## src/dhoat_pkg.sv

```systemverilog
// Package for the double-hash open-address table: widths, codes, hash constants.
// No dependencies; used by the front, queue and back parts, top level, checker and bench.
`timescale 1ns / 1ps
`default_nettype none
package dhoat_pkg;
  localparam int TableDepth = 1024;
  localparam int KeyBytes   = 8;
  localparam int IdxW       = $clog2(TableDepth);
  localparam int SizeW      = 11;
  localparam logic [63:0] FnvPrime = 64'h0000_0100_0000_01b3;
  localparam logic [63:0] FnvBasis = 64'hcbf2_9ce4_8422_2325;
  localparam logic [SizeW-1:0] SizeReset = 11'd1021;

  typedef enum logic [1:0] {OP_LOOKUP = 2'd0, OP_INSERT = 2'd1, OP_DELETE = 2'd2,
                            OP_NONE = 2'd3} op_t;
  typedef enum logic [2:0] {ST_HIT = 3'd0, ST_MISS = 3'd1, ST_INSERTED = 3'd2,
                            ST_OVERWRITTEN = 3'd3, ST_DELETED = 3'd4,
                            ST_FULL = 3'd5} status_t;
  localparam logic [1:0] MarkEmpty = 2'd0;
  localparam logic [1:0] MarkLive  = 2'd1;
  localparam logic [1:0] MarkTomb  = 2'd2;

  // Work item handed from the front part to the back part through the queue.
  typedef struct packed {
    logic [1:0]       op;
    logic [63:0]      key;
    logic [31:0]      value;
    logic             builtin;
    logic [IdxW-1:0]  idx;
    logic [SizeW-1:0] step;
    logic [SizeW-1:0] n;
  } job_t;

  typedef struct packed {
    logic [2:0]       status;
    logic [31:0]      found_value;
    logic             found_builtin;
    logic [SizeW-1:0] entry_count;
    logic             over_threshold;
  } result_t;
endpackage
`default_nettype wire

```

## src/dhoat_queue.sv

```systemverilog
// Two-entry queue between front and back parts. Depends on dhoat_pkg.
`timescale 1ns / 1ps
`default_nettype none
module dhoat_queue (
  input  wire logic            clk,
  input  wire logic            rst_n,
  input  wire logic            wr_valid,
  output logic                 wr_ready,
  input  wire dhoat_pkg::job_t wr_data,
  output logic                 rd_valid,
  input  wire logic            rd_ready,
  output dhoat_pkg::job_t      rd_data
);
  import dhoat_pkg::*;
  job_t mem_r [2];
  logic rp_r, wp_r;
  logic [1:0] cnt_r;
  logic wr, rd;
  assign wr_ready = (cnt_r != 2'd2);
  assign rd_valid = (cnt_r != 2'd0);
  assign wr = wr_valid && wr_ready;
  assign rd = rd_valid && rd_ready;
  assign rd_data = mem_r[rp_r];
  always_ff @(posedge clk) begin
    if (wr) mem_r[wp_r] <= wr_data;
    if (!rst_n) begin
      rp_r <= 1'b0; wp_r <= 1'b0; cnt_r <= '0;
    end else begin
      if (wr) wp_r <= ~wp_r;
      if (rd) rp_r <= ~rp_r;
      cnt_r <= cnt_r + 2'(wr) - 2'(rd);
    end
  end
endmodule
`default_nettype wire

```

## config.mk

```make
export PLATFORM = sky130hd
export DESIGN_NAME = dhoat_queue
export DESIGN_NICKNAME = d
export VERILOG_FILES = /design/src/dhoat_pkg.sv /design/src/dhoat_queue.sv
export SDC_FILE = /design/constraint.sdc
export NUM_CORES = 1
export LEC_CHECK = 0
export BUFFER_PORTS_ARGS = -buffer_cell sky130_fd_sc_hd__buf_2
export CORE_MARGIN = 3
export CORE_UTILIZATION = 50
export CTS_BUF_LIST = sky130_fd_sc_hd__clkbuf_8
export DETAILED_ROUTE_END_ITERATION = 6
export PLACE_DENSITY_LB_ADDON = 0.3
export SKIP_CTS_REPAIR_TIMING = 1
export SYNTH_ARGS = -nofsm -noshare
export SYNTH_HDL_FRONTEND = slang
export SYNTH_SLANG_ARGS = --single-unit
```

## constraint.sdc

```tcl
create_clock -name clk -period 18.65 [get_ports clk]
set_input_delay 0.9325 -clock clk [delete_from_list [all_inputs] [get_ports clk]]
set_output_delay 0.9325 -clock clk [all_outputs]
set_load 0.02 [all_outputs]
```

[Word level (Yosys, flattened, before mapping)]
Memories as Yosys holds them, arrays and structs flattened. A register that Yosys moved wholly into a read port is not among the register bits.
Index checks and enable logic that the tools add are counted.
Word-level totals
  register bits after elaboration: 4
  bits in writable memories: 262
  bits of input ports: 135
  word-level logic and storage cells: 16
  memories kept: 1
Operators by class
  $add $sub $neg: 2
  eq/ne operators: 1
  multiplexer cells: 4
  bitwise operators: 2
  reduce and logical (&&, ||, !) cells: 3
Memory list
  mem_r: words 2, width 131, read ports 1, clocked after memory_dff 1, wr ports 1, RTL line dhoat_queue.sv:15  | job_t mem_r [2];
Operator list (number)
  1-bit 2-to-1 mux: 4
  2-bit by 1-bit adder with 2-bit output: 1
  1-bit logical AND: 2
  2-bit inequality test (second input constant): 1
  1-bit NOT: 2
  2-bit nonzero test: 1
  2-bit by 1-bit subtractor with 2-bit output: 1

[Logic depth before layout (Yosys ltp)]
  depth in word-level cells: 4
  gate-level depth with buffers: 8

[Least setup slack after synthesis]
Ideal clock, no wire load.
  path type: input port to flip-flop
  start: input wr_valid
  end: memory mem_r[0][0] in the netlist's numbering, enable pin
  library setup time: 623 ps
  arrival time: 6476 ps
  path slack: 11551 ps
  stages: 2
  path buffers: 0
  path through: nand2_1 -> nor2_1
Between the ends
  cells in the longest elaborated chain, start to end: 3
RTL lines
  from (decl): RTL line dhoat_queue.sv:7  | input wire logic wr_valid,
  1-bit logical AND: RTL line dhoat_queue.sv:21  | assign wr = wr_valid && wr_ready;
  1-bit 2-to-1 mux: RTL line dhoat_queue.sv:25  | if (wr) mem_r[wp_r] <= wr_data;
  1-bit 2-to-1 mux (implied by the code): RTL line dhoat_queue.sv:25
  to (decl): RTL line dhoat_queue.sv:15
No other way between the ends.

==> metrics.md <==
| Metric | Value |
|---|---|
| Layout Cells excl Fill | `1,029` |
| Critical Path RT | `17,720 ps` |
| Gpl congestion | `0.734` |
| Mapped Avg Cell Area | `23.3 um2` |
| DR iter-0 viols | `224` |
| Crit path max fanout | `66` |
| CTS Sinks | `267` |
| Area of the multi-input gates | `1960 um2` |
| Worst Tran Pin Value | `1160 ps` |
| Leak pwr | `4.89 nW` |
| Mean routed wirelength per cell | `17.7 um` |
| CP Class | `reg2out` |
| H-tree levels | `2` |
| Min setup slack post-route | `14,540 ps` |
| Initial antenna violation count | `4` |
| Clock root buffer | `clkbuf_8` |
| Hold_ws | `532 ps` |
| DRT Wirelength | `18,200 um` |
| Critical path's slowest cell | `dfxtp_4` |
| CP Cell Sequence | `buf_4 > mux2_2 > buf_2` |
| Drc violations | `0` |
| Initial Utilization | `0.514` |
| Total CTS buffers | `42` |
| Sequential Area | `7970 um2` |
| Switching Fraction | `0.296` |
| CP startpoint kind | `flip-flop` |
| Seq/Total Area, Yosys | `0.792` |
| Status | `complete, no violations` |
| Vias in the first global route | `5,374` |
| Final hold violation count | `0` |
| Area after DPL | `11,600 um2` |
| Overflow after GRT | `0` |
| Clk_lat worst skew | `510 ps` |
| Total Power | `1.69 mW` |
| Max-slew headroom | `0.226` |
| Synth Cell Area | `10,100 um2` |
| Post-synth EDFFs | `262` |
| Max incr delay on CP | `1040 ps` |
| Die width | `148 um` |
| PD cells | `136 nW/um2` |
| Clk slew on worst S/H paths | `60 ps` |
| Die area | `21,900 um2` |
| Layout Utilization | `0.632` |
| CTS tree | `done` |
| Die height | `148 um` |
| DP HPWL | `12,200 um` |
| Final ANT Viol Nets | `0` |
| I/O Buffers | `267` |
| Synth Warn # | `0` |
| Clock group share of total power | `0.254` |
| Max Clk Rate | `243 MHz` |
| CP Buf/Inv Count | `2` |
| Setup TNS | `0 ps` |
| Final setup violation count | `0` |
| Core footprint | `19,600 um2` |
| Top delay family on crit path | `buffers and inverters` |
| Flops & latches, synth | `267` |
| Fill cells | `1,396` |
| Cell Int Power | `1.19 mW` |
| Final #Nets | `869` |
| Tmin final | `4110 ps` |
| Crit share post-route | `0.221` |
| IO Count | `268` |
| Cells after synthesis | `432` |
| CP endpoint kind | `output pin` |
| Power share of the combinational group | `0.274` |
| Fin area | `12,400 um2` |
| Net switching power | `498 uW` |
| Placed cell count | `953` |
| Worst hold path class | `reg2reg` |
| Prevailing post-synth register cell | `edfxtp_1` |
| Slew Limit Fails | `0` |
| WP data arrival | `3180 ps` |
| Pre-CTS setup slack | `14,980 ps` |
| Net Count, Synth | `569` |
| Drt first pass iters | `4` |
| Peak supply drop | `0.0905 mV` |
| FP Rows | `51` |
| Yosys cell types | `19` |
| CTS Buffer Depth | `3` |
| Fraction of layout cells with a size suffix above 1 | `0.598` |
| Max cap viols | `0` |
| Area Overhead vs Synth | `23.0%` |
| Largest net degree at the start of global routing | `75` |
| Sequential Power Share | `0.472` |
| First-pass GRT wire length | `28,100 um` |
| DR vias | `4,991` |
| Asr flop ratio synth | `0` |
| Global-route usage over all layers | `0.163` |
| Layout Skew | `16.2 ps` |
| RSZ-0062 raised after global routing | `no` |
| Avg Vias per Cell | `4.85` |
-- cell type report --
class,count,share of cell area
Inverter,1,0.000303
Sequential cell,267,0.644
Antenna cell,1,0.000202
Tap cell,265,0.0268
Clock inverter,29,0.00920
Clock buffer,46,0.0511
Timing Repair Buffer,271,0.110
Multi-Input combinational cell,149,0.158
-- layer usage --
layer / track usage / share of wire / up-vias / wire, um
met5: 0 / 0.0020 / - / 36
met4: 0.0527 / 0.021 / 6 / 391
met3: 0.0720 / 0.11 / 31 / 1940
met2: 0.262 / 0.48 / 222 / 8680
met1: 0.201 / 0.39 / 2416 / 7180
li1: - / - / 2316 / -
-- cells in the mapped netlist (2+ instances only) --
master	n	area [um2]
and2_1	2	12.5
buf_2	4	20.0
buf_6	10	113
dfxtp_1	5	100
edfxtp_1	262	7870
ha_1	2	25.0
mux2_2	41	462
mux2_4	90	1350
nand2_1	2	7.51
nand2b_1	2	12.5
nor2b_1	2	12.5
xnor2_1	3	26.3
-- final timing paths --
| kind | slack, ps | from | end | depth (start not counted) |
|---|---|---|---|---|
| hold / removal | 530 | wp_r | wp_r | 2 |
| setup reg to reg | 16080 | cnt_r[0] | mem_r[1][25] | 3 |
| hold reg to reg | 530 | wp_r | wp_r | 2 |
| setup / recovery | 14540 | flip-flop | rd_data[30] | 3 |
-- state kept, by name, indices dropped and copies added, names as in the netlist, named ones only --
signal,count
cnt_r,2
mem_r,262
rp_r,1
wp_r,1
-- power by group through the flow --
stage / sequential, mW / combinational (mW) / clock [mW]
6_report: 0.797 / 0.462 / 0.428
5_1_grt: 0.806 / 0.492 / 0.474
2_1_floorplan: 0.795 / 0.360 / 0
3_5_place_dp: 0.811 / 0.468 / 0
3_3_place_gp: 0.805 / 0.461 / 0
4_1_cts: 0.799 / 0.469 / 0.444
-- worst reg2reg max path: cells and delay by family, from the launching register on --
| family | cells | cell delay (ps) |
|---|---|---|
| flops | 1 | 360 |
| simple gates | 2 | 920 |
| buf+inv | 1 | 860 |
-- cells by family after synthesis --
group | Yosys count | synth area share
simple gates | 11 | 0.00609
fa+ha+maj | 2 | 0.00249
flops | 267 | 0.792
mux | 132 | 0.181
compound gates | 1 | 0.000746
xor+xnor | 3 | 0.00261
buf+inv | 16 | 0.0150
-- placed cells by master, fill, tap and decap left out --
cell,count
clkbuf_8,46
nand2b_1,2
clkinv_2,4
nand2_1,2
inv_1,23
and3_4,1
mux2i_1,1
xnor2_1,3
ha_1,2
clkinv_1,3
buf_2,267
or2_2,1
edfxtp_1,262
diode_2,1
nor2b_1,2
mux2_2,41
dfxtp_4,1
and2_1,2
o21a_1,1
mux2_4,90
nor2_4,1
buf_4,4
dfxtp_1,4
No activity file was read; power rests on OpenSTA's default activity.
