[src/dhoat_pkg.sv]
// Package for the double-hash open-address table: widths, codes, hash constants.
// No dependencies; used by the front, queue and back parts, top level, checker and bench.
`timescale 1ns / 1ps
`default_nettype none
package dhoat_pkg;
  localparam int TableDepth = 1024;
  localparam int KeyBytes   = 8;
  localparam int IdxW       = $clog2(TableDepth);
  localparam int SizeW      = 11;
  localparam logic [63:0] FnvPrime = 64'h0000_0100_0000_01b3;
  localparam logic [63:0] FnvBasis = 64'hcbf2_9ce4_8422_2325;
  localparam logic [SizeW-1:0] SizeReset = 11'd1021;

  typedef enum logic [1:0] {OP_LOOKUP = 2'd0, OP_INSERT = 2'd1, OP_DELETE = 2'd2,
                            OP_NONE = 2'd3} op_t;
  typedef enum logic [2:0] {ST_HIT = 3'd0, ST_MISS = 3'd1, ST_INSERTED = 3'd2,
                            ST_OVERWRITTEN = 3'd3, ST_DELETED = 3'd4,
                            ST_FULL = 3'd5} status_t;
  localparam logic [1:0] MarkEmpty = 2'd0;
  localparam logic [1:0] MarkLive  = 2'd1;
  localparam logic [1:0] MarkTomb  = 2'd2;

  // Work item handed from the front part to the back part through the queue.
  typedef struct packed {
    logic [1:0]       op;
    logic [63:0]      key;
    logic [31:0]      value;
    logic             builtin;
    logic [IdxW-1:0]  idx;
    logic [SizeW-1:0] step;
    logic [SizeW-1:0] n;
  } job_t;

  typedef struct packed {
    logic [2:0]       status;
    logic [31:0]      found_value;
    logic             found_builtin;
    logic [SizeW-1:0] entry_count;
    logic             over_threshold;
  } result_t;
endpackage
`default_nettype wire

[src/dhoat_front.sv]
// Front part: trims and hashes the key one byte a cycle, then reduces the hash
// modulo N and N-1 bit-serially. Depends on dhoat_pkg.
`timescale 1ns / 1ps
`default_nettype none
module dhoat_front (
  input  wire logic                     clk,
  input  wire logic                     rst_n,
  input  wire logic [dhoat_pkg::SizeW-1:0] size_cfg,
  input  wire logic                     in_valid,
  output logic                          in_ready,
  input  wire logic [1:0]               in_op,
  input  wire logic [63:0]              in_key,
  input  wire logic [31:0]              in_value,
  input  wire logic                     in_builtin,
  output logic                          job_valid,
  input  wire logic                     job_ready,
  output dhoat_pkg::job_t               job
);
  import dhoat_pkg::*;
  typedef enum logic [1:0] {S_IDLE, S_HASH, S_MOD, S_OUT} fstate_t;
  fstate_t state_r;
  logic [63:0] raw_r, kept_r, h_r, hx, prod;
  logic [3:0]  byte_r;
  logic [6:0]  bit_r;
  logic [SizeW-1:0] n_r, rem_a_r, rem_b_r;
  logic [1:0]  op_r;
  logic [31:0] val_r;
  logic        bi_r;
  logic [7:0]  cur_byte;
  logic [SizeW:0] sa, sb;
  logic [SizeW-1:0] n_eff;

  always_comb begin
    if (size_cfg < SizeW'(3)) n_eff = SizeW'(3);
    else if (size_cfg > SizeW'(TableDepth)) n_eff = SizeW'(TableDepth);
    else n_eff = size_cfg;
  end
  assign cur_byte = raw_r[7:0];
  // The FNV prime is 2^40 + 0x1b3, so the product is a sum of shifted copies.
  assign hx = h_r ^ {56'd0, cur_byte};
  assign prod = (hx << 40) + (hx << 8) + (hx << 7) + (hx << 5) + (hx << 4) +
                (hx << 1) + hx;
  // Restoring remainder step: shift in one hash bit, subtract when it fits.
  assign sa = {rem_a_r, h_r[63]};
  assign sb = {rem_b_r, h_r[63]};

  always_ff @(posedge clk) begin
    if (!rst_n) begin
      state_r <= S_IDLE;
    end else begin
      case (state_r)
        S_IDLE: if (in_valid) begin
          state_r <= S_HASH;
          raw_r <= in_key; kept_r <= '0; h_r <= FnvBasis; byte_r <= '0;
          op_r <= in_op; val_r <= in_value; bi_r <= in_builtin; n_r <= n_eff;
        end
        S_HASH: begin
          if (cur_byte == 8'd0 || byte_r == 4'(KeyBytes)) begin
            state_r <= S_MOD; bit_r <= '0; rem_a_r <= '0; rem_b_r <= '0;
          end else begin
            h_r <= prod;
            kept_r <= kept_r | ({56'd0, cur_byte} << {byte_r[2:0], 3'b000});
            raw_r <= raw_r >> 8;
            byte_r <= byte_r + 4'd1;
          end
        end
        S_MOD: begin
          rem_a_r <= (sa >= {1'b0, n_r}) ? SizeW'(sa - {1'b0, n_r}) : SizeW'(sa);
          rem_b_r <= (sb >= {1'b0, n_r - SizeW'(1)}) ?
                     SizeW'(sb - {1'b0, n_r - SizeW'(1)}) : SizeW'(sb);
          h_r <= {h_r[62:0], 1'b0};
          bit_r <= bit_r + 7'd1;
          if (bit_r == 7'd63) state_r <= S_OUT;
        end
        S_OUT: if (job_ready) state_r <= S_IDLE;
        default: state_r <= S_IDLE;
      endcase
    end
  end

  assign in_ready  = (state_r == S_IDLE);
  assign job_valid = (state_r == S_OUT);
  always_comb begin
    job.op = op_r; job.key = kept_r; job.value = val_r; job.builtin = bi_r;
    job.idx = IdxW'(rem_a_r); job.step = rem_b_r + SizeW'(1); job.n = n_r;
  end
endmodule
`default_nettype wire

[config.mk]
export PLATFORM = sky130hd
export DESIGN_NAME = dhoat_front
export DESIGN_NICKNAME = d
export VERILOG_FILES = /design/src/dhoat_pkg.sv /design/src/dhoat_front.sv
export SDC_FILE = /design/constraint.sdc
export NUM_CORES = 1
export LEC_CHECK = 0
export BUFFER_PORTS_ARGS = -buffer_cell sky130_fd_sc_hd__clkbuf_2
export CAP_MARGIN = 25
export CORE_UTILIZATION = 40
export DETAILED_ROUTE_END_ITERATION = 16
export GPL_TIMING_DRIVEN = 0
export PLACE_DENSITY = 0.68
export SLEW_MARGIN = 20
export SYNTH_ARGS = -nofsm -noshare
export SYNTH_HDL_FRONTEND = slang
export SYNTH_SLANG_ARGS = --single-unit
[constraint.sdc]
create_clock -name clk -period 9.58 [get_ports clk]
set_input_delay 0.479 -clock clk [delete_from_list [all_inputs] [get_ports clk]]
set_output_delay 0.479 -clock clk [all_outputs]
set_load 0.01 [all_outputs]
After elaboration in Yosys (flattened, before gate mapping)
Cells that the tools add are included.
- register bits: 273
- output and inout port bits: 133
- logic and storage cells: 79
- add/subtract/negate cells: 12
- $lt $le $gt $ge: 4
- eq/ne operators: 10
- shifts and indexed selects: 1
- mux-type cells: 25
- bitwise logic cells: 2
- reductions and logical operators: 12
- operators with widths (operator ; count):
    $add 64x64->64 ; 6
    $mux 64 ; 6
    $pmux 64 s2 ; 2
    $pmux 64 s3 ; 1
    $or 64x64->64 ; 1
    $shl 8x6->64 ; 1
    $xor 64x8->64 ; 1
    $mux 11 ; 4
    $pmux 11 s2 ; 2
    $ge 12x11->1 ; 2
    $sub 11x11->11 ; 2
    $pmux 7 s2 ; 1
    $reduce_and 4->1 ; 3
    $add 11x1->11 const B ; 1
    $gt 11x11->1 const B ; 1
    $lt 11x2->1 const B ; 1
    $sub 11x1->11 const B ; 1
    $logic_not 8->1 ; 1
    $mux 2 ; 4
    $mux 4 ; 2
    $ne 2x2->1 const B ; 4
    $pmux 2 s4 ; 1
    $pmux 4 s2 ; 1
    $add 7x1->7 const B ; 1
    other kinds (13) ; 16

Depth between registers and ports, before layout
Gate-level depths: netlist of run 1.
- word-level depth: 9
- mapped depth: 22
- depth with buffers taken out: 21

Worst setup path before layout of run 1
No wires, ideal clock.
- path type: register -> register
- start point: register state_r[1]
- end point: register byte_r[0] (enable)
- setup time: 667 ps
- arrival time: 7724 ps
- data required time: 8913 ps
- slack: 1189 ps
- cell stages (with the launch flop): 8
- path buffers: 2
- cell sequence: dfxtp_1 -> inv_1 -> ha_1 -> inv_1 -> clkbuf_1 -> clkbuf_1 -> nand2_1 -> a21oi_1
- cells in the longest elaborated chain, start to end: 3
- elaborated cells on any way between the ends: 6
- those cells by class: 3 x eq/ne; 3 x reduce/logical
- ends and longest elaborated chain (item ; RTL line ; RTL):
    from (decl) ; dhoat_front.sv:21 ; fstate_t state_r;
    from (signal assigned) ; dhoat_front.sv:49 ; state_r <= S_IDLE;
    from (signal assigned) ; dhoat_front.sv:53 ; state_r <= S_HASH;
    from (signal assigned) ; dhoat_front.sv:59 ; state_r <= S_MOD; bit_r <= '0; rem_a_r <= '0; rem_b_r <= '0;
    $eq 2x1->1 / $logic_not 2->1 (equally long branches) ; dhoat_front.sv:51 ; case (state_r)
    $ne 2x2->1 (no source line) / $reduce_bool 2->1 (equally long branches) ; - ;
    $reduce_and 4->1 (no source line) * ; - ;
    to (signal assigned) ; dhoat_front.sv:64 ; byte_r <= byte_r + 4'd1;
    to (decl) ; dhoat_front.sv:23 ; logic [3:0] byte_r;
Mark *: on every way between the ends. The rest lies on a longest branch, timed or not.
A chain may end at the register's enable or synchronous reset.

Worst setup path after layout of run 1
- start point: register raw_r[6]
- end point: register h_r[61] (data pin)
- cells in the longest elaborated chain, start to end: 9
- ends and longest elaborated chain (item ; RTL line ; RTL):
    from (decl) ; dhoat_front.sv:22 ; logic [63:0] raw_r, kept_r, h_r, hx, prod;
    from (signal assigned) ; dhoat_front.sv:63 ; raw_r <= raw_r >> 8;
    $xor 64x8->64 * ; dhoat_front.sv:40 ; assign hx = h_r ^ {56'd0, cur_byte};
    $add 64x64->64 (5 in a row) ; dhoat_front.sv:41 ; assign prod = (hx << 40) + (hx << 8) + (hx << 7) + (hx << 5) + (hx << 4) +
    $add 64x64->64 * ; dhoat_front.sv:42 ; (hx << 1) + hx;
    $mux 64 * ; dhoat_front.sv:58 ; if (cur_byte == 8'd0 || byte_r == 4'(KeyBytes)) begin
    $pmux 64 s3 * ; dhoat_front.sv:51 ;
    to (signal assigned) ; dhoat_front.sv:61 ; h_r <= prod;
    to (signal assigned) ; dhoat_front.sv:71 ; h_r <= {h_r[62:0], 1'b0};
    to (decl) ; dhoat_front.sv:22 ;
Mark *: on every way between the ends. The rest lies on a longest branch, timed or not. The select of a mux whose other input is x is not followed.

==> results.json, run 1 <==
{
  "reg2reg_from": "raw_r[6]$_DFFE_PP_",
  "clkLatencyLatePin_ps": 600,
  "combinational_family_with_the_most_area_after_synthesis": "adder cells",
  "globalRouteMet1Util_pct": 27.4,
  "end_kind": "register",
  "setup_tns_ps": 0,
  "max_slew_violations": 0,
  "grt_max_degree": 38,
  "synth_async_sr_flop_share_pct": 0,
  "max_freq_mhz": 148,
  "clock_tree_from_tritoncts": "built",
  "fin_crit_sh_pct": 70.5,
  "hold_buffers": 0,
  "port_buffers": 246,
  "timing.critical_path.from_type": "register",
  "grt_use_met3_pct": 2.75,
  "hold_path.class": "in2reg",
  "min-delay-start": "in_value[30]",
  "synthCells": 2160,
  "cts.repair_timing.setup_buffer_count": 0,
  "number_of_ports_placed_on_the_die_boundary": 247,
  "floorplan.die_area_um2": 58700,
  "min_delay_worst_endpoint": "val_r[30]$_DFFE_PP_",
  "ctsHtreeMaxLevel": 1,
  "yosys.area_share.simple_pct": 8.32,
  "crit-reg2reg-capture": "h_r[61]$_DFFE_PP_",
  "synth-adder-area-share_pct": 29.0,
  "grt_util_all_layers_pct": 20.6,
  "gp_congestion": 0.922,
  "kind_of_critical_path": "reg2reg",
  "die_height_um": 242,
  "tritoncts.num_buffers": 31,
  "synth.distinct_cells": 75,
  "post_synthesis_compound_gate_area_fraction_pct": 11.6,
  "grt_overflow": 0,
  "synth_sequential_area_ratio_pct": 35.4,
  "detailedPlacementHpwl_um": 47400,
  "preCtsSetupSlack_ps": 2920,
  "post-route-drc-count": 0,
  "ant_nets": 0,
  "initial_util_pct": 40.8,
  "netlist_top_cells_area": "sky130_fd_sc_hd__edfxtp_1 (35%), sky130_fd_sc_hd__fa_1 (21%), sky130_fd_sc_hd__ha_1 (7.6%), sky130_fd_sc_hd__inv_1 (7.0%), sky130_fd_sc_hd__a21oi_1 (3.3%)",
  "synthTopCellsByCount": "sky130_fd_sc_hd__inv_1 (428), sky130_fd_sc_hd__edfxtp_1 (271), sky130_fd_sc_hd__fa_1 (247), sky130_fd_sc_hd__nor2_1 (159), sky130_fd_sc_hd__a21oi_1 (154)",
  "synth_fp_nets": 2662,
  "yosys_most_used_dff": "sky130_fd_sc_hd__edfxtp_1",
  "synth-edff-count": 271,
  "wl_per_cell_um": 18.6,
  "critical_path_fanouts_max": 10,
  "clock-sinks": 273,
  "vias_per_cell": 5.24,
  "path_common_cell": "sky130_fd_sc_hd__fa_1",
  "cap_violations": 0,
  "postCtsResizedCells": 0,
  "post_synthesis_average_cell_area_um2": 10.7,
  "rsz_0062_raised_after_global_routing": "no",
  "ff2ff_path_depth": 18,
  "timing.hold.worst_path_depth": 1,
  "final-setup-viol-count": 0,
  "ctsRootBufferMaster": "sky130_fd_sc_hd__clkbuf_16",
  "area_growth_pct": 15.0,
  "top_usage_layer": "met2",
  "timing.clock.skew_ps": 29.5,
  "maxSlewHeadroom_pct": 34.3,
  "finish.net_count": 2953,
  "period_needed_ps": 6750,
  "detail_route.iter0.violations": 1264,
  "critical_path_arrival_ps": 7050,
  "first_pass_grt_wire_length_um": 96300,
  "cts_buffer_depth": 3,
  "report.final.hold_viol_count": 0,
  "clk_pin_slew_worst_paths_ps": 60,
  "synth.cell_area_um2": 23100,
  "synth_top_area_cell": "sky130_fd_sc_hd__edfxtp_1",
  "critical-path-slowest-cell": "sky130_fd_sc_hd__xor2_1",
  "total_length_of_routed_wires_um": 60100,
  "chipWidth_um": 242,
  "cp_cell_sequence": "clkbuf_1, xor2_1, inv_1, fa_1, inv_1, fa_1, fa_1, ha_1, ha_1, a21oi_1, nand2_1, o21ai_1, a21oi_1, o211ai_1, nand3_1, a31oi_1, xor2_1, o21ai_0",
  "grt.met2_usage_pct": 34.9,
  "ys_ff_latch": 273,
  "drtPass1Iterations": 5,
  "timing.reg2reg.setup_slack_ps": 2830,
  "post_route_cells_drive_above_1_share_pct": 16.8,
  "row_count": 87,
  "run_status": "complete, no violations",
  "synth_xor_area_share_pct": 4.02,
  "synth.mux.area_fraction_pct": 3.21,
  "fillerInstances": 5218,
  "vias": 16927,
  "tightestPinTransition_ps": 983,
  "synthesis.yosys.warnings": 0,
  "count_leader_synth": "sky130_fd_sc_hd__inv_1",
  "cp_data_required_time_ps": 9880,
  "grt_antenna_before_repair": 0,
  "fin_ws_ps": 2830,
  "worst_path_largest_cell_delay_ps": 810,
  "synth_top_area_share_pct": 35.2,
  "core_area_um2": 56700,
  "grt_pass1_vias": 17621
}
==> routing by layer <==
layer,wire length [um],vias up
li1,-,7827
met1,25200,8393
met2,29500,606
met3,3790,101
met4,1640,0
met5,0,-
==> kinds of logic after synthesis <==
family / after synthesis
buffers and inverters: 507
DFF: 273
xor gates and xnor gates: 106
and+or+nand+nor: 408
AOI/OAI and AO/OA: 411
muxes: 67
adders and majority gates: 388
==> registers in the layout (all words and copies together), names as in the netlist <==
name / cells
rem_a_r: 11
rem_b_r: 11
op_r: 2
h_r: 64
val_r: 32
state_r: 2
bit_r: 7
byte_r: 4
n_r: 11
kept_r: 64
raw_r: 64
bi_r: 1
==> cells in the final DEF (no fill, tap or decap), types with 19 or more instances in the layout <==
master	instances
sky130_fd_sc_hd__edfxtp_1	271
sky130_fd_sc_hd__nor2b_1	29
sky130_fd_sc_hd__nor2_1	159
sky130_fd_sc_hd__clkbuf_1	50
sky130_fd_sc_hd__xor2_1	35
sky130_fd_sc_hd__nand3_1	34
sky130_fd_sc_hd__clkbuf_16	31
sky130_fd_sc_hd__clkbuf_2	249
sky130_fd_sc_hd__o21ai_0	66
sky130_fd_sc_hd__inv_1	428
sky130_fd_sc_hd__mux2_2	57
sky130_fd_sc_hd__nand2_1	82
sky130_fd_sc_hd__ha_1	141
sky130_fd_sc_hd__xnor2_1	70
sky130_fd_sc_hd__fa_1	247
sky130_fd_sc_hd__a21oi_1	152
sky130_fd_sc_hd__a22oi_1	20
sky130_fd_sc_hd__nor3_1	20
sky130_fd_sc_hd__a21o_1	45
sky130_fd_sc_hd__nand4_1	19
==> metrics by stage <==
stage	area, um^2	hold WS, ps	utilization [%]	std cells
after floorplan	23100	500	-	2160
after global placement	25300	511	44.6	3162
after detailed placement	25600	530	45.1	3173
after CTS	26600	44.1	46.8	3229
after global routing	26600	45.1	46.9	3230
final	26600	65.6	46.9	3231
==> worst max-delay path, delay by kind of cell, from the launching register on <==
kind	cells	cell delay, ps
simple gates	2	360
xor+xnor	2	970
fa+ha+maj	5	2200
flops	1	320
compound gates	6	1700
buf+inv	3	910
==> final cells by class <==
type                            count  area (um^2)  area share (%)
Timing Repair Buffer              258         1500            5.64
Inverter                          431         1620            6.09
Multi-Input combinational cell   1380        13000            49.0
Tap cell                          756          946            3.56
Clock buffer                       35          791            2.98
Antenna cell                        1         2.50         0.00942
Clock inverter                     21          185           0.697
Sequential cell                   273         8180            30.8
Buffer                             76          343            1.29
==> worst max-delay path by stage <==
stage,from,end,slack (ps),depth (start not counted)
final,raw_r[6]$_DFFE_PP_,h_r[61]$_DFFE_PP_,2830,18
after global routing,raw_r[6]$_DFFE_PP_,h_r[61]$_DFFE_PP_,2500,18
after CTS,raw_r[6]$_DFFE_PP_,h_r[61]$_DFFE_PP_,2870,18
after detailed placement,raw_r[6]$_DFFE_PP_,h_r[61]$_DFFE_PP_,2920,18
after global placement,state_r[1]$_SDFFE_PN0P_,raw_r[59]$_SDFFCE_PP0P_,-2320,7
after floorplan,state_r[1]$_SDFFE_PN0P_,byte_r[0]$_SDFFCE_PN0P_,1190,7
Power of run 1 is not shown: default switching activity piles up to over one toggle a cycle in this logic, so the estimate is an artifact.
==> inputs of run 2 (changes only) <==
--- a/config.mk
+++ b/config.mk
@@ -5,12 +5,13 @@
 export SDC_FILE = /design/constraint.sdc
 export NUM_CORES = 1
 export LEC_CHECK = 0
+export ABC_AREA = 1
 export BUFFER_PORTS_ARGS = -buffer_cell sky130_fd_sc_hd__clkbuf_2
 export CAP_MARGIN = 25
 export CORE_UTILIZATION = 40
 export DETAILED_ROUTE_END_ITERATION = 16
 export GPL_TIMING_DRIVEN = 0
-export PLACE_DENSITY = 0.68
+export PLACE_DENSITY = 0.7
 export SLEW_MARGIN = 20
 export SYNTH_ARGS = -nofsm -noshare
 export SYNTH_HDL_FRONTEND = slang
==> constraint.sdc (replaced) <==
create_clock -name clk -period 5.96 [get_ports clk]
set_input_delay 0.298 -clock clk [delete_from_list [all_inputs] [get_ports clk]]
set_output_delay 0.298 -clock clk [all_outputs]
set_load 0.01 [all_outputs]
==> run 2 against run 1 <==
Wire length up 36%. Clock-buffer cell count up 7. Register-to-register slack worse by 2500 ps. First-iteration DRC count up 45%. Via count up 26%. Sequential share of layout area down 3.1 points. Setup slack worse by 2500 ps.
==> results.json, run 2 <==
{
  "run_status": "complete, no violations",
  "synth_sequential_area_ratio_pct": 32.3,
  "antenna_cells": 0,
  "total_length_of_routed_wires_um": 81500,
  "count_leader_synth": "sky130_fd_sc_hd__nand2_1",
  "area_growth_pct": 16.8,
  "max_freq_mhz": 177,
  "synth_top_area_share_pct": 32.2,
  "grt_pass1_vias": 21405,
  "critical_path_fanouts_max": 10,
  "grt_overflow": 0,
  "timing.critical_path.from_type": "register",
  "synthesis.yosys.warnings": 0,
  "detail_route.iter0.violations": 1834,
  "synth_top_area_cell": "sky130_fd_sc_hd__edfxtp_1",
  "row_count": 91,
  "report.final.hold_viol_count": 0,
  "critical-path-slowest-cell": "sky130_fd_sc_hd__clkbuf_1",
  "synth_fp_nets": 3550,
  "grt_util_all_layers_pct": 25.8,
  "worst_path_largest_cell_delay_ps": 600,
  "clock-sinks": 273,
  "timing.hold.worst_path_depth": 3,
  "cts.repair_timing.setup_buffer_count": 0,
  "synth_async_sr_flop_share_pct": 0,
  "period_needed_ps": 5650,
  "gp_congestion": 1.05,
  "hold_ws_ps": 18.1,
  "initial_util_pct": 40.7,
  "cp_cell_sequence": "clkbuf_1, xnor2_2, inv_1, fa_1, fa_1, fa_1, ha_1, ha_1, nand2_1, nand2_1, a21oi_1, nand2_1, nand2_1, nand2_1, nand2_1, nand2_1, a21oi_2, nand2_1, nand3_1, nand2_1",
  "ys_ff_latch": 273,
  "post_synthesis_average_cell_area_um2": 8.29,
  "synthCells": 3048,
  "yosys.area_share.simple_pct": 19.6,
  "cap_violations": 0,
  "yosys_most_used_dff": "sky130_fd_sc_hd__edfxtp_1",
  "worst-path-buf-inv": 2,
  "synth-edff-count": 271,
  "drtPass1Iterations": 8,
  "critPathTopFamily": "adder cells",
  "grt_max_degree": 28,
  "cp_data_required_time_ps": 6260,
  "synth.distinct_cells": 51,
  "sequential_area_um2": 8180,
  "max_slew_violations": 0,
  "finish.utilization_pct": 47.6,
  "synth.cell_area_um2": 25300,
  "post_synthesis_compound_gate_area_fraction_pct": 7.20,
  "ant_nets": 0,
  "top_library_cells_by_usage_in_the_layout_fill_and_taps_aside": "sky130_fd_sc_hd__nand2_1 (744), sky130_fd_sc_hd__inv_1 (729), sky130_fd_sc_hd__edfxtp_1 (271)",
  "netlist_top_cells_area": "sky130_fd_sc_hd__edfxtp_1 (32%), sky130_fd_sc_hd__fa_1 (20%), sky130_fd_sc_hd__nand2_1 (11%), sky130_fd_sc_hd__inv_1 (11%), sky130_fd_sc_hd__ha_1 (7.0%)",
  "multiInputGateArea_um2": 14000,
  "fillerInstances": 6017,
  "wl_per_cell_um": 19.2,
  "min-delay-start": "in_key[27]",
  "synth_xor_area_share_pct": 1.87,
  "cts_buffer_depth": 3,
  "synth-adder-area-share_pct": 26.5,
  "tightestPinTransition_ps": 1170,
  "layout_commonest_cell": "sky130_fd_sc_hd__nand2_1",
  "grt_antenna_before_repair": 0,
  "maxSlewHeadroom_pct": 22.1,
  "die_height_um": 253,
  "reg.largest.list": "h_r (64), kept_r (64), raw_r (64)",
  "chipWidth_um": 253,
  "ff2ff_path_depth": 20,
  "vias_per_cell": 5.04,
  "final-setup-viol-count": 0,
  "clk_pin_slew_worst_paths_ps": 60,
  "ctsHtreeMaxLevel": 2,
  "rsz_0062_raised_after_global_routing": "no",
  "synthTopCellsByCount": "sky130_fd_sc_hd__nand2_1 (744), sky130_fd_sc_hd__inv_1 (729), sky130_fd_sc_hd__edfxtp_1 (271), sky130_fd_sc_hd__fa_1 (247), sky130_fd_sc_hd__nor2_1 (203)",
  "combinational_family_with_the_most_area_after_synthesis": "adder cells",
  "timing.clock.skew_ps": 31.5,
  "critical_path_arrival_ps": 5950,
  "kind_of_critical_path": "reg2reg",
  "reg2reg_from": "raw_r[4]$_DFFE_PP_",
  "floorplan.die_area_um2": 64200,
  "detailedPlacementHpwl_um": 66000,
  "setup_tns_ps": 0,
  "ctsRootBufferMaster": "sky130_fd_sc_hd__clkbuf_16",
  "post_route_cells_drive_above_1_share_pct": 11.5,
  "clkLatencyLatePin_ps": 550,
  "first_pass_grt_wire_length_um": 125000,
  "min_delay_worst_endpoint": "raw_r[27]$_DFFE_PP_",
  "tritoncts.num_buffers": 34,
  "hold_path.class": "in2reg",
  "core_area_um2": 62100,
  "post-route-drc-count": 0,
  "path_common_cell": "sky130_fd_sc_hd__nand2_1",
  "port_buffers": 246,
  "fin_crit_sh_pct": 94.8,
  "synth.mux.area_fraction_pct": 0,
  "timing.reg2reg.setup_slack_ps": 310,
  "vias": 21406,
  "number_of_ports_placed_on_the_die_boundary": 247,
  "clock_tree_from_tritoncts": "built",
  "crit-reg2reg-capture": "h_r[43]$_DFFE_PP_",
  "end_kind": "register",
  "finish.net_count": 3894
}
## run 2: cell types whose count changed after synthesis, sizes merged, moves of 48 or more
cell / change
nand3: +68
mux2: -57
xnor2: -48
nand2: +668
inv: +313
nor2: +55
## run 2: how the worst max path moves through the flow
stage	depth (start not counted)	slack, ps	startpoint	to
finish	20	310	raw_r[4]$_DFFE_PP_	h_r[43]$_DFFE_PP_
global route	20	20	raw_r[4]$_DFFE_PP_	h_r[43]$_DFFE_PP_
CTS	20	20	raw_r[7]$_DFFE_PP_	h_r[43]$_DFFE_PP_
detailed placement	22	-100	raw_r[0]$_DFFE_PP_	h_r[43]$_DFFE_PP_
global placement	9	-2210	byte_r[1]$_SDFFCE_PN0P_	kept_r[22]$_SDFFCE_PN0P_
floorplan	9	170	byte_r[1]$_SDFFCE_PN0P_	byte_r[0]$_SDFFCE_PN0P_
## run 2: through the flow
step | cells | cell area, um^2 | setup slack [ps]
after floorplan | 3048 | 25300 | 165
after global placement | 4131 | 27600 | -2210
after detailed placement | 4144 | 27900 | -97.8
after CTS | 4250 | 29500 | 22.6
after global routing | 4251 | 29500 | 17.1
final | 4251 | 29500 | 308
## run 2: worst register-to-register path: cells and delay by family, from the launching register on
kind                     cells  cell delay [ps]
AO/OA/AOI/OAI                2              540
XOR/XNOR                     1              240
adder cells (fa/ha/maj)      5             2190
buffers and inverters        2              940
flip-flops                   1              320
AND/OR/NAND/NOR             10             1190
## run 2: metal layers
| layer | global-route usage (%) | vias to the layer above | wire, um |
|---|---|---|---|
| met2 | 42.1 | 867 | 38000 |
| met5 | 0 | - | 0 |
| met4 | 7.79 | 0 | 2510 |
| li1 | - | 10150 | - |
| met3 | 5.00 | 132 | 6480 |
| met1 | 34.6 | 10257 | 34500 |
## run 2: cells by family (layout without fill, tap and decap cells)
group | after synthesis | count (layout)
DFF | 273 | 273
AOI/OAI and AO/OA | 324 | 324
and+or+nand+nor | 1187 | 1187
xor gates and xnor gates | 53 | 53
adders and majority gates | 388 | 388
buffers and inverters | 823 | 1189
## run 2: cell type report
cell class	count	area share (%)
plain buffers	80	1.23
clock buffers	42	3.06
clock inverters	16	0.598
inverters	743	9.45
multi-input cells	1952	47.6
flip-flops and latches	273	27.7
well taps	837	3.55
repair buffers	308	6.86
## run 2: what timing repair did
action	in CTS	in global routing
pin swaps	0	0
endpoints found under the hold margin	49	0
setup endpoints to repair	1	1
hold buffers	48	0
gates resized for setup	1	6
Power of run 2 is left out for the same reason.
==> inputs of run 3 (changes only) <==
--- a/config.mk
+++ b/config.mk
@@ -5,7 +5,6 @@
 export SDC_FILE = /design/constraint.sdc
 export NUM_CORES = 1
 export LEC_CHECK = 0
-export ABC_AREA = 1
 export BUFFER_PORTS_ARGS = -buffer_cell sky130_fd_sc_hd__clkbuf_2
 export CAP_MARGIN = 25
 export CORE_UTILIZATION = 40
==> run 3 against run 2 <==
Non-clock buffer count is 4 higher. Utilization is 0.67 points higher. Design area is 7.3% lower. Sequential share of layout area is 2.2 points higher. Final cell count is 23% lower. Clock-buffer cell count is 6 lower. Clock skew is 22 ps lower. Critical path type unchanged. Largest cell class unchanged. Highest routed layer is now met5.
==> results.json, run 3 (same netlist as run 1, synthesis figures left out) <==
{
  "critical_path_arrival_ps": 6100,
  "row_count": 87,
  "clk_pin_slew_worst_paths_ps": 60,
  "port_buffers": 246,
  "number_of_ports_placed_on_the_die_boundary": 247,
  "max_slew_violations": 0,
  "cap_violations": 0,
  "post_route_cells_drive_above_1_share_pct": 17.1,
  "max_freq_mhz": 173,
  "clkLatencyLatePin_ps": 590,
  "post-route-drc-count": 0,
  "final_cells": 3288,
  "grt_max_degree": 33,
  "tritoncts.num_buffers": 31,
  "ctsRootBufferMaster": "sky130_fd_sc_hd__clkbuf_16",
  "clock-sinks": 273,
  "timing.reg2reg.setup_slack_ps": 170,
  "chipWidth_um": 242,
  "min_delay_worst_endpoint": "raw_r[45]$_DFFE_PP_",
  "layout_commonest_cell": "sky130_fd_sc_hd__inv_1",
  "dp.cells": 3174,
  "grt_antenna_before_repair": 2,
  "detailedPlacementHpwl_um": 46800,
  "floorplan.die_area_um2": 58700,
  "maxSlewHeadroom_pct": 32.1,
  "critical_path_fanouts_max": 10,
  "reg2reg_from": "raw_r[5]$_DFFE_PP_",
  "report.final.hold_viol_count": 0,
  "ff2ff_path_depth": 17,
  "crit-reg2reg-capture": "h_r[61]$_DFFE_PP_",
  "top_library_cells_by_usage_in_the_layout_fill_and_taps_aside": "sky130_fd_sc_hd__inv_1 (428), sky130_fd_sc_hd__edfxtp_1 (271), sky130_fd_sc_hd__clkbuf_2 (249)",
  "kind_of_critical_path": "reg2reg",
  "ctsHtreeMaxLevel": 1,
  "period_needed_ps": 5790,
  "total_length_of_routed_wires_um": 61300,
  "cts_buffer_depth": 3,
  "timing.hold.worst_path_depth": 2,
  "fin_crit_sh_pct": 97.2,
  "tightestPinTransition_ps": 1020,
  "timing.clock.skew_ps": 9.21,
  "grt_pass1_vias": 18258,
  "end_kind": "register",
  "timing.critical_path.from_type": "register",
  "core_area_um2": 56700,
  "grt_overflow": 0,
  "final-setup-viol-count": 0,
  "initial_util_pct": 40.8,
  "clock_tree_from_tritoncts": "built",
  "gp_congestion": 0.916,
  "ant_nets": 0,
  "grt_util_all_layers_pct": 21.1,
  "vias": 17328,
  "die_height_um": 242,
  "detail_route.iter0.violations": 1277,
  "wl_per_cell_um": 18.6,
  "cp_data_required_time_ps": 6270,
  "drtPass1Iterations": 6,
  "vias_per_cell": 5.27,
  "reg.largest.list": "h_r (64), kept_r (64), raw_r (64)",
  "hold_path.class": "in2reg",
  "run_status": "complete, no violations",
  "area_growth_pct": 18.4,
  "first_pass_grt_wire_length_um": 99100,
  "min-delay-start": "in_key[45]",
  "finish.net_count": 3011
}
==> run 3: cell count changes in the layout (fill, tap and decap cells not counted), moves of 39 or more <==
cell / previous run / this run
sky130_fd_sc_hd__inv_1: 729 / 428
sky130_fd_sc_hd__a21o_1: 6 / 45
sky130_fd_sc_hd__xnor2_1: 18 / 68
sky130_fd_sc_hd__a21oi_1: 195 / 150
sky130_fd_sc_hd__nand3_1: 100 / 34
sky130_fd_sc_hd__nor2_1: 202 / 159
sky130_fd_sc_hd__nand4_1: 59 / 19
sky130_fd_sc_hd__nand2_1: 744 / 82
sky130_fd_sc_hd__mux2_2: 0 / 57
==> run 3: what timing repair did <==
action / CTS / global route
pin swaps: 0 / 1
hold endpoints to repair: 57 / 0
gates resized for setup: 12 / 5
hold buffers: 56 / 0
buffers inserted: 2 / 7
endpoints found under the setup margin: 42 / 15
==> run 3: worst max-delay path: stages (launching register included) <==
cell                       delay [ps]
sky130_fd_sc_hd__edfxtp_1         640
sky130_fd_sc_hd__xnor2_2          410
sky130_fd_sc_hd__buf_4            230
sky130_fd_sc_hd__fa_1             440
sky130_fd_sc_hd__inv_1             80
sky130_fd_sc_hd__fa_1             450
sky130_fd_sc_hd__fa_1             520
sky130_fd_sc_hd__ha_1             310
sky130_fd_sc_hd__ha_1             350
sky130_fd_sc_hd__a21oi_1          240
sky130_fd_sc_hd__nand2_1          100
sky130_fd_sc_hd__o21ai_2          310
sky130_fd_sc_hd__a21oi_2          140
sky130_fd_sc_hd__o211ai_1         480
sky130_fd_sc_hd__nand3_1          270
sky130_fd_sc_hd__a31oi_1          270
sky130_fd_sc_hd__xor2_1           170
sky130_fd_sc_hd__o21ai_0           90
==> run 3: metrics by stage <==
step	util, %	hold WS (ps)	setup slack (ps)	cell area [um^2]	setup TNS, ps
floorplan	-	397	529	23100	0
global placement	44.6	477	-2230	25300	-395660
detailed placement	45.1	477	-743	25600	-14780
CTS	48.1	0.239	81.4	27300	0
global route	48.2	10.0	-62.2	27400	-62.2
finish	48.2	14.3	168	27400	0
==> run 3: layout make-up <==
| cell class | count | area [um^2] |
|---|---|---|
| Antenna cell | 1 | 2.50 |
| Buffer | 69 | 317 |
| Clock buffer | 36 | 795 |
| Clock inverter | 19 | 239 |
| Fill cell | 5069 | 29400 |
| Inverter | 431 | 1620 |
| Multi-Input combinational cell | 1380 | 13100 |
| Sequential cell | 273 | 8180 |
| Tap cell | 756 | 946 |
| Timing Repair Buffer | 323 | 2140 |
==> run 3: worst max-delay path by stage <==
stage                            startpoint                       to  slack (ps)  depth (start not counted)
finish                   raw_r[5]$_DFFE_PP_        h_r[61]$_DFFE_PP_         170                         17
global route             raw_r[5]$_DFFE_PP_        h_r[44]$_DFFE_PP_         -60                         17
CTS                      raw_r[1]$_DFFE_PP_        h_r[49]$_DFFE_PP_          80                         21
detailed placement       raw_r[6]$_DFFE_PP_        h_r[61]$_DFFE_PP_        -740                         18
global placement    state_r[1]$_SDFFE_PN0P_        h_r[50]$_DFFE_PP_       -2230                          7
floorplan           state_r[1]$_SDFFE_PN0P_  byte_r[0]$_SDFFCE_PN0P_         530                          7
==> run 3: metal layers <==
metal  wire [um]  GRT usage [%]  part of all wire, %  up-vias
li1            -              -                    -     7938
met1       25300           27.4                   41     8694
met2       30200           35.7                   49      583
met3        3930           3.57                  6.4      111
met4        1820           6.61                  3.0        2
met5          13              0                0.021        -
Power of run 3 is left out for the same reason.
